--- config.mk ---
export PLATFORM = sky130hd
export DESIGN_NAME = bright_pixel_centroid
export DESIGN_NICKNAME = d
export VERILOG_FILES = /design/src/bpc_pkg.sv /design/src/bright_pixel_centroid.sv
export SDC_FILE = /design/constraint.sdc
export NUM_CORES = 1
export LEC_CHECK = 0
export BUFFER_PORTS_ARGS = -buffer_cell sky130_fd_sc_hd__clkbuf_2
export CORE_MARGIN = 2
export CORE_UTILIZATION = 55
export CTS_CLUSTER_SIZE = 8
export DETAILED_ROUTE_END_ITERATION = 10
export PLACE_DENSITY = 0.75
export RECOVER_POWER = 50
export REMOVE_ABC_BUFFERS = 1
export SLEW_MARGIN = 20
export SYNTH_ARGS = -nofsm -noshare
export SYNTH_HDL_FRONTEND = slang
export SYNTH_SLANG_ARGS = --single-unit
--- constraint.sdc ---
create_clock -name clock -period 13.1 [get_ports clock]
set_input_delay 2.62 -clock clock [delete_from_list [all_inputs] [get_ports clock]]
set_output_delay 2.62 -clock clock [all_outputs]
set_load 0.005 [all_outputs]
--- src/bpc_pkg.sv ---
`timescale 1ns / 1ps
// ----------------------------------------------------------------------------
// bpc_pkg
// Types and constants shared by the bright pixel centroid block.
// ----------------------------------------------------------------------------
package bpc_pkg;

   // Field widths of the pixel and result transactions.
   localparam int COLOR_W        = 8;
   localparam int POSITION_W     = 21;
   localparam int TOTAL_W        = 25;

   // Configuration port.
   localparam int THRESHOLD_W    = 8;
   localparam int FRAME_SIZE_W   = 13;
   localparam int CSR_DATA_W     = 13;
   localparam int CSR_INDEX_W    = 2;

   localparam logic [CSR_INDEX_W-1:0] CSR_BRIGHT_THRESHOLD = 2'd0;
   localparam logic [CSR_INDEX_W-1:0] CSR_FRAME_WIDTH      = 2'd1;
   localparam logic [CSR_INDEX_W-1:0] CSR_FRAME_HEIGHT     = 2'd2;

   localparam logic [THRESHOLD_W-1:0]  THRESHOLD_RESET    = 8'd250;
   localparam logic [FRAME_SIZE_W-1:0] FRAME_WIDTH_RESET  = 13'd640;
   localparam logic [FRAME_SIZE_W-1:0] FRAME_HEIGHT_RESET = 13'd480;

   // Luma weights in 14-bit fixed point, with the rounding half.
   localparam int LUMA_SUM_W = 23;
   localparam int LUMA_SHIFT = 14;
   localparam logic [LUMA_SUM_W-1:0] LUMA_B     = 23'd1868;
   localparam logic [LUMA_SUM_W-1:0] LUMA_G     = 23'd9617;
   localparam logic [LUMA_SUM_W-1:0] LUMA_R     = 23'd4899;
   localparam logic [LUMA_SUM_W-1:0] LUMA_ROUND = 23'd8192;

   typedef struct packed {
      logic [COLOR_W-1:0] blue;
      logic [COLOR_W-1:0] green;
      logic [COLOR_W-1:0] red;
   } req_type;

   typedef struct packed {
      logic [POSITION_W-1:0] position_x;
      logic [POSITION_W-1:0] position_y;
      logic [TOTAL_W-1:0]    bright_total;
      logic                  none_found;
   } rsp_type;

   typedef enum logic [1:0] {
      CENT_IDLE,
      CENT_DIV_X,
      CENT_DIV_Y
   } cent_state_type;

endpackage

--- src/bright_pixel_centroid.sv ---
`timescale 1ns / 1ps
// ----------------------------------------------------------------------------
// bright_pixel_centroid
// Centroid of the pixels above a gray threshold in a raster-order BGR frame.
// ----------------------------------------------------------------------------
// Pixels are taken one per cycle while busy is low. The last pixel of a frame
// starts the centroid division: one shared restoring divider, one quotient bit
// per cycle, works first on the column sum and then on the row sum, while busy
// stays high. The result is then shown for one cycle with rsp_valid; the
// receiver has no way to stall it and must take it.
module bright_pixel_centroid
   import bpc_pkg::*;
#(
   parameter int MAX_WIDTH     = 4096,
   parameter int MAX_HEIGHT    = 4096,
   parameter int FRACTION_BITS = 8
) (
   input  logic                   clock,
   input  logic                   reset,
   input  logic                   start,
   output logic                   busy,
   input  req_type                req_data,
   output logic                   rsp_valid,
   output rsp_type                rsp_data,
   input  logic                   csr_write_en,
   input  logic [CSR_INDEX_W-1:0] csr_index,
   input  logic [CSR_DATA_W-1:0]  csr_data
);

   localparam int CW   = $clog2(MAX_WIDTH);
   localparam int RW   = $clog2(MAX_HEIGHT);
   localparam int WEW  = $clog2(MAX_WIDTH + 1);
   localparam int HEW  = $clog2(MAX_HEIGHT + 1);
   localparam int SZ0  = (WEW > HEW) ? WEW : HEW;
   localparam int CMPW = (SZ0 > FRAME_SIZE_W) ? SZ0 : FRAME_SIZE_W;
   localparam int NCW  = $clog2(MAX_WIDTH * MAX_HEIGHT + 1);
   localparam int PW   = (CW > RW) ? CW : RW;
   localparam int SW   = PW + NCW;
   localparam int NW   = SW + FRACTION_BITS;
   localparam int IW   = $clog2(NW);
   localparam int ADDW = NW + 1;

   cent_state_type state_ff, state_in;

   logic [THRESHOLD_W-1:0]  threshold_ff, threshold_in;
   logic [FRAME_SIZE_W-1:0] width_ff, width_in;
   logic [FRAME_SIZE_W-1:0] height_ff, height_in;

   logic [CW-1:0]  column_ff, column_in;
   logic [RW-1:0]  row_ff, row_in;
   logic [SW-1:0]  sum_x_ff, sum_x_in;
   logic [SW-1:0]  sum_y_ff, sum_y_in;
   logic [NCW-1:0] count_ff, count_in;

   // Divider and frame-end hold registers.
   logic [NW-1:0]   num_ff, num_in;
   logic [NCW-1:0]  rem_ff, rem_in;
   logic [NCW-1:0]  div_count_ff, div_count_in;
   logic [SW-1:0]   hold_y_ff, hold_y_in;
   logic [NW-1:0]   quot_x_ff, quot_x_in;
   logic [CMPW-1:0] hold_w_ff, hold_w_in;
   logic [CMPW-1:0] hold_h_ff, hold_h_in;
   logic [IW-1:0]   step_ff, step_in;

   logic    rsp_valid_ff, rsp_valid_in;
   rsp_type rsp_data_ff, rsp_data_in;

   // Sequencer controls.
   logic load_x;
   logic load_y;
   logic div_step;
   logic finish;

   logic                  accept;
   logic [LUMA_SUM_W-1:0] luma_sum;
   logic [COLOR_W-1:0]    gray;
   logic                  bright;
   logic [CMPW-1:0]       width_ext, height_ext;
   logic [CMPW-1:0]       eff_w, eff_h;
   logic                  row_end, frame_end;
   logic [SW-1:0]         sum_x_upd, sum_y_upd;
   logic [NCW-1:0]        count_upd;
   logic [NCW:0]          rem_shift;
   logic                  rem_ge;
   logic [NW-1:0]         num_step;
   logic [ADDW-1:0]       pos_x_wide, pos_y_wide;

   assign accept = start && (state_ff == CENT_IDLE);
   assign busy   = (state_ff != CENT_IDLE);

   // Gray level and bright test.
   assign luma_sum = LUMA_B * LUMA_SUM_W'(req_data.blue)
                   + LUMA_G * LUMA_SUM_W'(req_data.green)
                   + LUMA_R * LUMA_SUM_W'(req_data.red)
                   + LUMA_ROUND;
   assign gray   = luma_sum[LUMA_SHIFT +: COLOR_W];
   assign bright = gray > threshold_ff;

   // A size of zero counts as one; a size above the maximum saturates.
   assign width_ext  = CMPW'(width_ff);
   assign height_ext = CMPW'(height_ff);
   always_comb begin
      if (width_ext == '0) begin
         eff_w = CMPW'(1);
      end else if (width_ext > CMPW'(MAX_WIDTH)) begin
         eff_w = CMPW'(MAX_WIDTH);
      end else begin
         eff_w = width_ext;
      end
      if (height_ext == '0) begin
         eff_h = CMPW'(1);
      end else if (height_ext > CMPW'(MAX_HEIGHT)) begin
         eff_h = CMPW'(MAX_HEIGHT);
      end else begin
         eff_h = height_ext;
      end
   end

   assign row_end   = CMPW'(column_ff) >= (eff_w - CMPW'(1));
   assign frame_end = row_end && (CMPW'(row_ff) >= (eff_h - CMPW'(1)));

   assign sum_x_upd = sum_x_ff + (bright ? SW'(column_ff) : '0);
   assign sum_y_upd = sum_y_ff + (bright ? SW'(row_ff) : '0);
   assign count_upd = count_ff + NCW'(bright);

   // One restoring division step.
   assign rem_shift = {rem_ff, num_ff[NW-1]};
   assign rem_ge    = rem_shift >= {1'b0, div_count_ff};
   assign num_step  = {num_ff[NW-2:0], rem_ge};

   // The row quotient is complete in num_step on the last step.
   always_comb begin
      if (div_count_ff == '0) begin
         pos_x_wide = (ADDW'(hold_w_ff) << FRACTION_BITS) - (ADDW'(1) << FRACTION_BITS);
         pos_y_wide = (ADDW'(hold_h_ff) << FRACTION_BITS) - (ADDW'(1) << FRACTION_BITS);
      end else begin
         pos_x_wide = ADDW'(quot_x_ff) + (ADDW'(hold_w_ff) << FRACTION_BITS);
         pos_y_wide = ADDW'(num_step) + (ADDW'(hold_h_ff) << FRACTION_BITS);
      end
   end

   // Next state.
   always_comb begin
      state_in = state_ff;
      unique case (state_ff)
         CENT_IDLE: begin
            if (accept && frame_end) begin
               state_in = CENT_DIV_X;
            end
         end
         CENT_DIV_X: begin
            if (step_ff == '0) begin
               state_in = CENT_DIV_Y;
            end
         end
         CENT_DIV_Y: begin
            if (step_ff == '0) begin
               state_in = CENT_IDLE;
            end
         end
         default: begin
            state_in = CENT_IDLE;
         end
      endcase
   end

   // Sequencer outputs.
   always_comb begin
      load_x   = 1'b0;
      load_y   = 1'b0;
      div_step = 1'b0;
      finish   = 1'b0;
      unique case (state_ff)
         CENT_IDLE: begin
            load_x = accept && frame_end;
         end
         CENT_DIV_X: begin
            div_step = 1'b1;
            load_y   = (step_ff == '0);
         end
         CENT_DIV_Y: begin
            div_step = 1'b1;
            finish   = (step_ff == '0);
         end
         default: begin
            load_x = 1'b0;
         end
      endcase
   end

   // Datapath next values.
   always_comb begin
      threshold_in = threshold_ff;
      width_in     = width_ff;
      height_in    = height_ff;
      if (csr_write_en) begin
         unique case (csr_index)
            CSR_BRIGHT_THRESHOLD: threshold_in = csr_data[THRESHOLD_W-1:0];
            CSR_FRAME_WIDTH:      width_in     = csr_data[FRAME_SIZE_W-1:0];
            CSR_FRAME_HEIGHT:     height_in    = csr_data[FRAME_SIZE_W-1:0];
            default:              threshold_in = threshold_ff;
         endcase
      end

      column_in = column_ff;
      row_in    = row_ff;
      sum_x_in  = sum_x_ff;
      sum_y_in  = sum_y_ff;
      count_in  = count_ff;
      if (accept) begin
         if (frame_end) begin
            column_in = '0;
            row_in    = '0;
            sum_x_in  = '0;
            sum_y_in  = '0;
            count_in  = '0;
         end else begin
            sum_x_in = sum_x_upd;
            sum_y_in = sum_y_upd;
            count_in = count_upd;
            if (row_end) begin
               column_in = '0;
               row_in    = row_ff + RW'(1);
            end else begin
               column_in = column_ff + CW'(1);
            end
         end
      end

      num_in       = num_ff;
      rem_in       = rem_ff;
      div_count_in = div_count_ff;
      hold_y_in    = hold_y_ff;
      quot_x_in    = quot_x_ff;
      hold_w_in    = hold_w_ff;
      hold_h_in    = hold_h_ff;
      step_in      = step_ff;
      if (load_x) begin
         num_in       = NW'(sum_x_upd) << FRACTION_BITS;
         rem_in       = '0;
         div_count_in = count_upd;
         hold_y_in    = sum_y_upd;
         hold_w_in    = eff_w;
         hold_h_in    = eff_h;
         step_in      = IW'(NW - 1);
      end else if (load_y) begin
         num_in    = NW'(hold_y_ff) << FRACTION_BITS;
         rem_in    = '0;
         quot_x_in = num_step;
         step_in   = IW'(NW - 1);
      end else if (div_step) begin
         num_in  = num_step;
         rem_in  = rem_ge ? NCW'(rem_shift - {1'b0, div_count_ff}) : rem_shift[NCW-1:0];
         step_in = step_ff - IW'(1);
      end

      rsp_valid_in = finish;
      rsp_data_in  = rsp_data_ff;
      if (finish) begin
         rsp_data_in.position_x   = POSITION_W'(pos_x_wide);
         rsp_data_in.position_y   = POSITION_W'(pos_y_wide);
         rsp_data_in.bright_total = TOTAL_W'(div_count_ff);
         rsp_data_in.none_found   = (div_count_ff == '0);
      end
   end

   always_ff @(posedge clock) begin
      if (reset) begin
         state_ff     <= CENT_IDLE;
         threshold_ff <= THRESHOLD_RESET;
         width_ff     <= FRAME_WIDTH_RESET;
         height_ff    <= FRAME_HEIGHT_RESET;
         column_ff    <= '0;
         row_ff       <= '0;
         sum_x_ff     <= '0;
         sum_y_ff     <= '0;
         count_ff     <= '0;
         step_ff      <= '0;
         rsp_valid_ff <= 1'b0;
      end else begin
         state_ff     <= state_in;
         threshold_ff <= threshold_in;
         width_ff     <= width_in;
         height_ff    <= height_in;
         column_ff    <= column_in;
         row_ff       <= row_in;
         sum_x_ff     <= sum_x_in;
         sum_y_ff     <= sum_y_in;
         count_ff     <= count_in;
         step_ff      <= step_in;
         rsp_valid_ff <= rsp_valid_in;
      end
   end

   always_ff @(posedge clock) begin
      num_ff       <= num_in;
      rem_ff       <= rem_in;
      div_count_ff <= div_count_in;
      hold_y_ff    <= hold_y_in;
      quot_x_ff    <= quot_x_in;
      hold_w_ff    <= hold_w_in;
      hold_h_ff    <= hold_h_in;
      rsp_data_ff  <= rsp_data_in;
   end

   assign rsp_valid = rsp_valid_ff;
   assign rsp_data  = rsp_data_ff;

endmodule

==> impl_metrics.json <==
{
  "synth_area_in_compound_gates_pct": 12.70,
  "min_period_over_period_pct": 96.66,
  "fraction_of_final_layout_cells_with_drive_strength_greater_than_1_pct": 7.605,
  "result_of_the_run": "finished with violations",
  "power.density_cell_area_nw_per_um2": 208.8,
  "timing.final.ws_setup_ns": 0.4377,
  "fmax_mhz": 78.97,
  "worstHoldPathType": "reg2reg",
  "finalMaxSlewViolations": 161,
  "layout-area-overhead-vs-synth_pct": 11.08,
  "max_clock_skew_ns": 0.02729,
  "cts.root.buffer_cell": "sky130_fd_sc_hd__clkbuf_16",
  "global_route.overflow_total": 0,
  "fillcell_total": 3980,
  "grt_first_pass_wirelength_um": 103600,
  "leakagePower_uw": 0.01288,
  "worst_path_max_delay_cell": "sky130_fd_sc_hd__fa_1",
  "clkLatencyLatePin_ns": 0.61,
  "finalSetupViolations": 0,
  "worstSetupEndpointType": "flop",
  "worstPathArrival_ns": 12.97,
  "ffs_latches_synth": 413,
  "final_period_minus_worst_setup_slack_ns": 12.66,
  "relSlewSlack_pct": -138.1,
  "cts.reportedPaths.clkPinSlew_ns": 0.06,
  "timing.setup.critical_path_class": "in2reg",
  "clockBufferDepth": 3,
  "maxCapViolations": 5,
  "num_rows": 81,
  "io_buffer_count": 112,
  "insertedDiodeCount": 0,
  "final_nets": 3369,
  "total_cts_buffers": 57,
  "syn_area_per_cell_um2": 9.483,
  "drtPass1Iterations": 5,
  "vias": 21091,
  "fp.dieArea_um2": 51020,
  "avgViaCountPerCell": 5.739,
  "timing_hold_violations_final": 0,
  "synth-async-reset-ratio_pct": 0,
  "grt.total_usage_pct": 25.07,
  "max_stage_delay_ns": 0.54,
  "die-width_um": 225.9,
  "yosys.area_share.simple_pct": 16.16,
  "clock-sinks": 413,
  "post_layout_cell_count": 3675,
  "design.portCount": 113,
  "post_synth_xor_area_fraction_pct": 6.567,
  "synth_cell_types": 85,
  "die_height_um": 225.9,
  "postSynthCellCount": 2855,
  "antenna_found_initial": 0,
  "synth_flop_cell": "sky130_fd_sc_hd__edfxtp_1",
  "wire_per_inst_um": 17.49,
  "start_kind": "primary input",
  "dominant_combinational_cell_family_by_area_after_synthesis": "adder cells",
  "post-place-ws_ns": -0.4322,
  "ir_worst_vdd_mv": 0.3145,
  "detailedRoute.firstIterationViolations": 1791,
  "multi_input_area_um2": 15050,
  "cts-hold-fix-buffers": 0,
  "synth.yosys.warnings": 0,
  "synth_edf_count": 214,
  "grt_start_max_net_pins": 74,
  "final_cell_utilization_of_the_core_pct": 61.70,
  "postRouteWirelength_um": 64290,
  "cts_tree": "yes",
  "critical-path-top-cell-by-count": "sky130_fd_sc_hd__ha_1",
  "post-dp-hpwl_um": 45640,
  "route.detailed.drc": 0,
  "netlist_area_um2": 27070,
  "critPathMaxFanout": 5,
  "start_util_pct": 55.54,
  "max_slew.worst_pin.slew_ns": 3.571,
  "core-area_um2": 48750,
  "seq_area_frac_synth_pct": 38.45,
  "first_global_vias": 20704,
  "timing.critical_path.required_ns": 13.41,
  "postRouteAntennaNets": 0,
  "finalWeightedCongestion": 0.9212,
  "failing_checks": "capacitance limit, slew limit",
  "h-tree-depth": 2,
  "register_cell_area_after_layout_um2": 10410,
  "final_common_cell": "sky130_fd_sc_hd__inv_1",
  "final_cell_mix": "sky130_fd_sc_hd__inv_1 (310), sky130_fd_sc_hd__ha_1 (262), sky130_fd_sc_hd__nand2_1 (223)",
  "cp_num_buf_inv": 10,
  "synth_adder_area_share_pct": 18.91,
  "mux_contribution_to_synthesized_area_pct": 1.044,
  "crit_family": "adder cells",
  "post-place-cells": 3570
}
-- worst register-to-register path, cell delays in order, from the launching register on --
cell                       delay (ns)
sky130_fd_sc_hd__dfxtp_1         0.37
sky130_fd_sc_hd__nor2_1          0.20
sky130_fd_sc_hd__nand2_1         0.10
sky130_fd_sc_hd__or3_1           0.33
sky130_fd_sc_hd__or4_1           0.47
sky130_fd_sc_hd__nor4_1          0.54
sky130_fd_sc_hd__nor2_1          0.07
sky130_fd_sc_hd__or2_0           0.28
sky130_fd_sc_hd__ha_1            0.32
sky130_fd_sc_hd__nor2b_1         0.17
sky130_fd_sc_hd__a31oi_1         0.19
sky130_fd_sc_hd__o21ai_0         0.12
sky130_fd_sc_hd__ha_1            0.31
sky130_fd_sc_hd__o21ai_0         0.08
sky130_fd_sc_hd__nand2b_1        0.07
sky130_fd_sc_hd__a21oi_1         0.06
sky130_fd_sc_hd__or3_1           0.39
sky130_fd_sc_hd__nor3_1          0.91
sky130_fd_sc_hd__nand3_2         0.51
sky130_fd_sc_hd__inv_4           0.83
sky130_fd_sc_hd__buf_4           0.77
sky130_fd_sc_hd__a21oi_1         0.20
-- final cells by class --
cell class	instances	share of cell area, %
multi-input combinational	2019	50.03
clock inverter	3	0.1456
clock buffer	95	5.288
timing repair buffer	169	3.257
tap	664	2.762
sequential	413	34.61
inverter	312	3.902
-- state kept, by name, indices dropped and copies added (netlist names), 2 cells and up --
name / count
rsp_data: 68
num_ff: 45
hold_y_ff: 37
sum_x_ff: 37
sum_y_ff: 37
count_ff: 25
div_count_ff: 25
rem_ff: 25
quot_x_ff: 21
height_ext: 13
hold_h_ff: 13
hold_w_ff: 13
width_ext: 13
column_ff: 12
row_ff: 12
threshold_ff: 8
step_ff: 6
state_ff: 2
-- synthesized netlist by cell type (all sizes together) (35+ instances only) --
cell    count  area share [%]
nand2     225             3.1
or3        61             1.4
ha        262              12
a21o       38             1.1
xnor2     114             3.7
and2       50             1.2
o21ai     122             2.3
inv       311             4.3
xor2       89             2.9
edfxtp    214              24
fa         92             6.8
nor2b      39            0.90
a211oi     47             1.3
a21oi     220             4.1
dfxtp     199              15
nor2      196             2.8
nor3       39            0.78
nand3      86             1.6
buf        35            0.79
and3       64             1.5
clkbuf     76             1.1
-- power breakdown --
part / switching, µW / internal [µW] / total (µW)
clock network: 544 / 815 / 1360
registers: 92.5 / 1530 / 1620
logic: 1820 / 1480 / 3300
total: 2460 / 3820 / 6280
-- repair_timing --
action                                 in CTS  in global routing
resized for setup                           0                 26
endpoints found under the hold margin       0                  0
buffers inserted                            0                  4
setup endpoints to repair                   0                126
-- worst paths after layout --
check	startpoint	end	slack (ns)	depth (start not counted)
setup / recovery	req_data[21]	num_ff[40]$_DFFE_PP_	0.44	52
hold / removal	sum_x_ff[0]$_SDFFE_PP0P_	sum_x_ff[0]$_SDFFE_PP0P_	0.46	2
setup reg to reg	width_ext[2]$_SDFFE_PP0P_	num_ff[40]$_DFFE_PP_	5.55	21
hold reg to reg	sum_x_ff[0]$_SDFFE_PP0P_	sum_x_ff[0]$_SDFFE_PP0P_	0.46	2
-- cell families (layout without fill, tap and decap cells) --
family                   after synthesis  after routing
AO/OA/AOI/OAI                        561            561
XOR/XNOR                             203            203
adder cells (fa/ha/maj)              354            354
buffers and inverters                423            579
flip-flops                           413            413
multiplexers                          28             28
AND/OR/NAND/NOR                      873            873
-- routing by layer --
layer,part of all wire [%],up-vias,GRT usage (%)
li1,-,10166,-
met1,43,10077,32.60
met2,49,703,42.86
met3,5.7,145,2.927
met4,2.8,0,9.549
met5,0,-,0
-- through the flow --
stage	cell area (µm²)	hold WS, ns	power (µW)	TNS (ns)
4_1_cts	30020	0.4620	6217	0
2_1_floorplan	26570	0.4301	3940	-10.56
6_report	30080	0.4603	6279	0
5_1_grt	30080	0.4883	6819	-0.2232
3_5_place_dp	28390	0.4544	4839	-25.05
3_3_place_gp	28390	0.4421	4655	-0.07465
(Power assumes the default switching activity.)
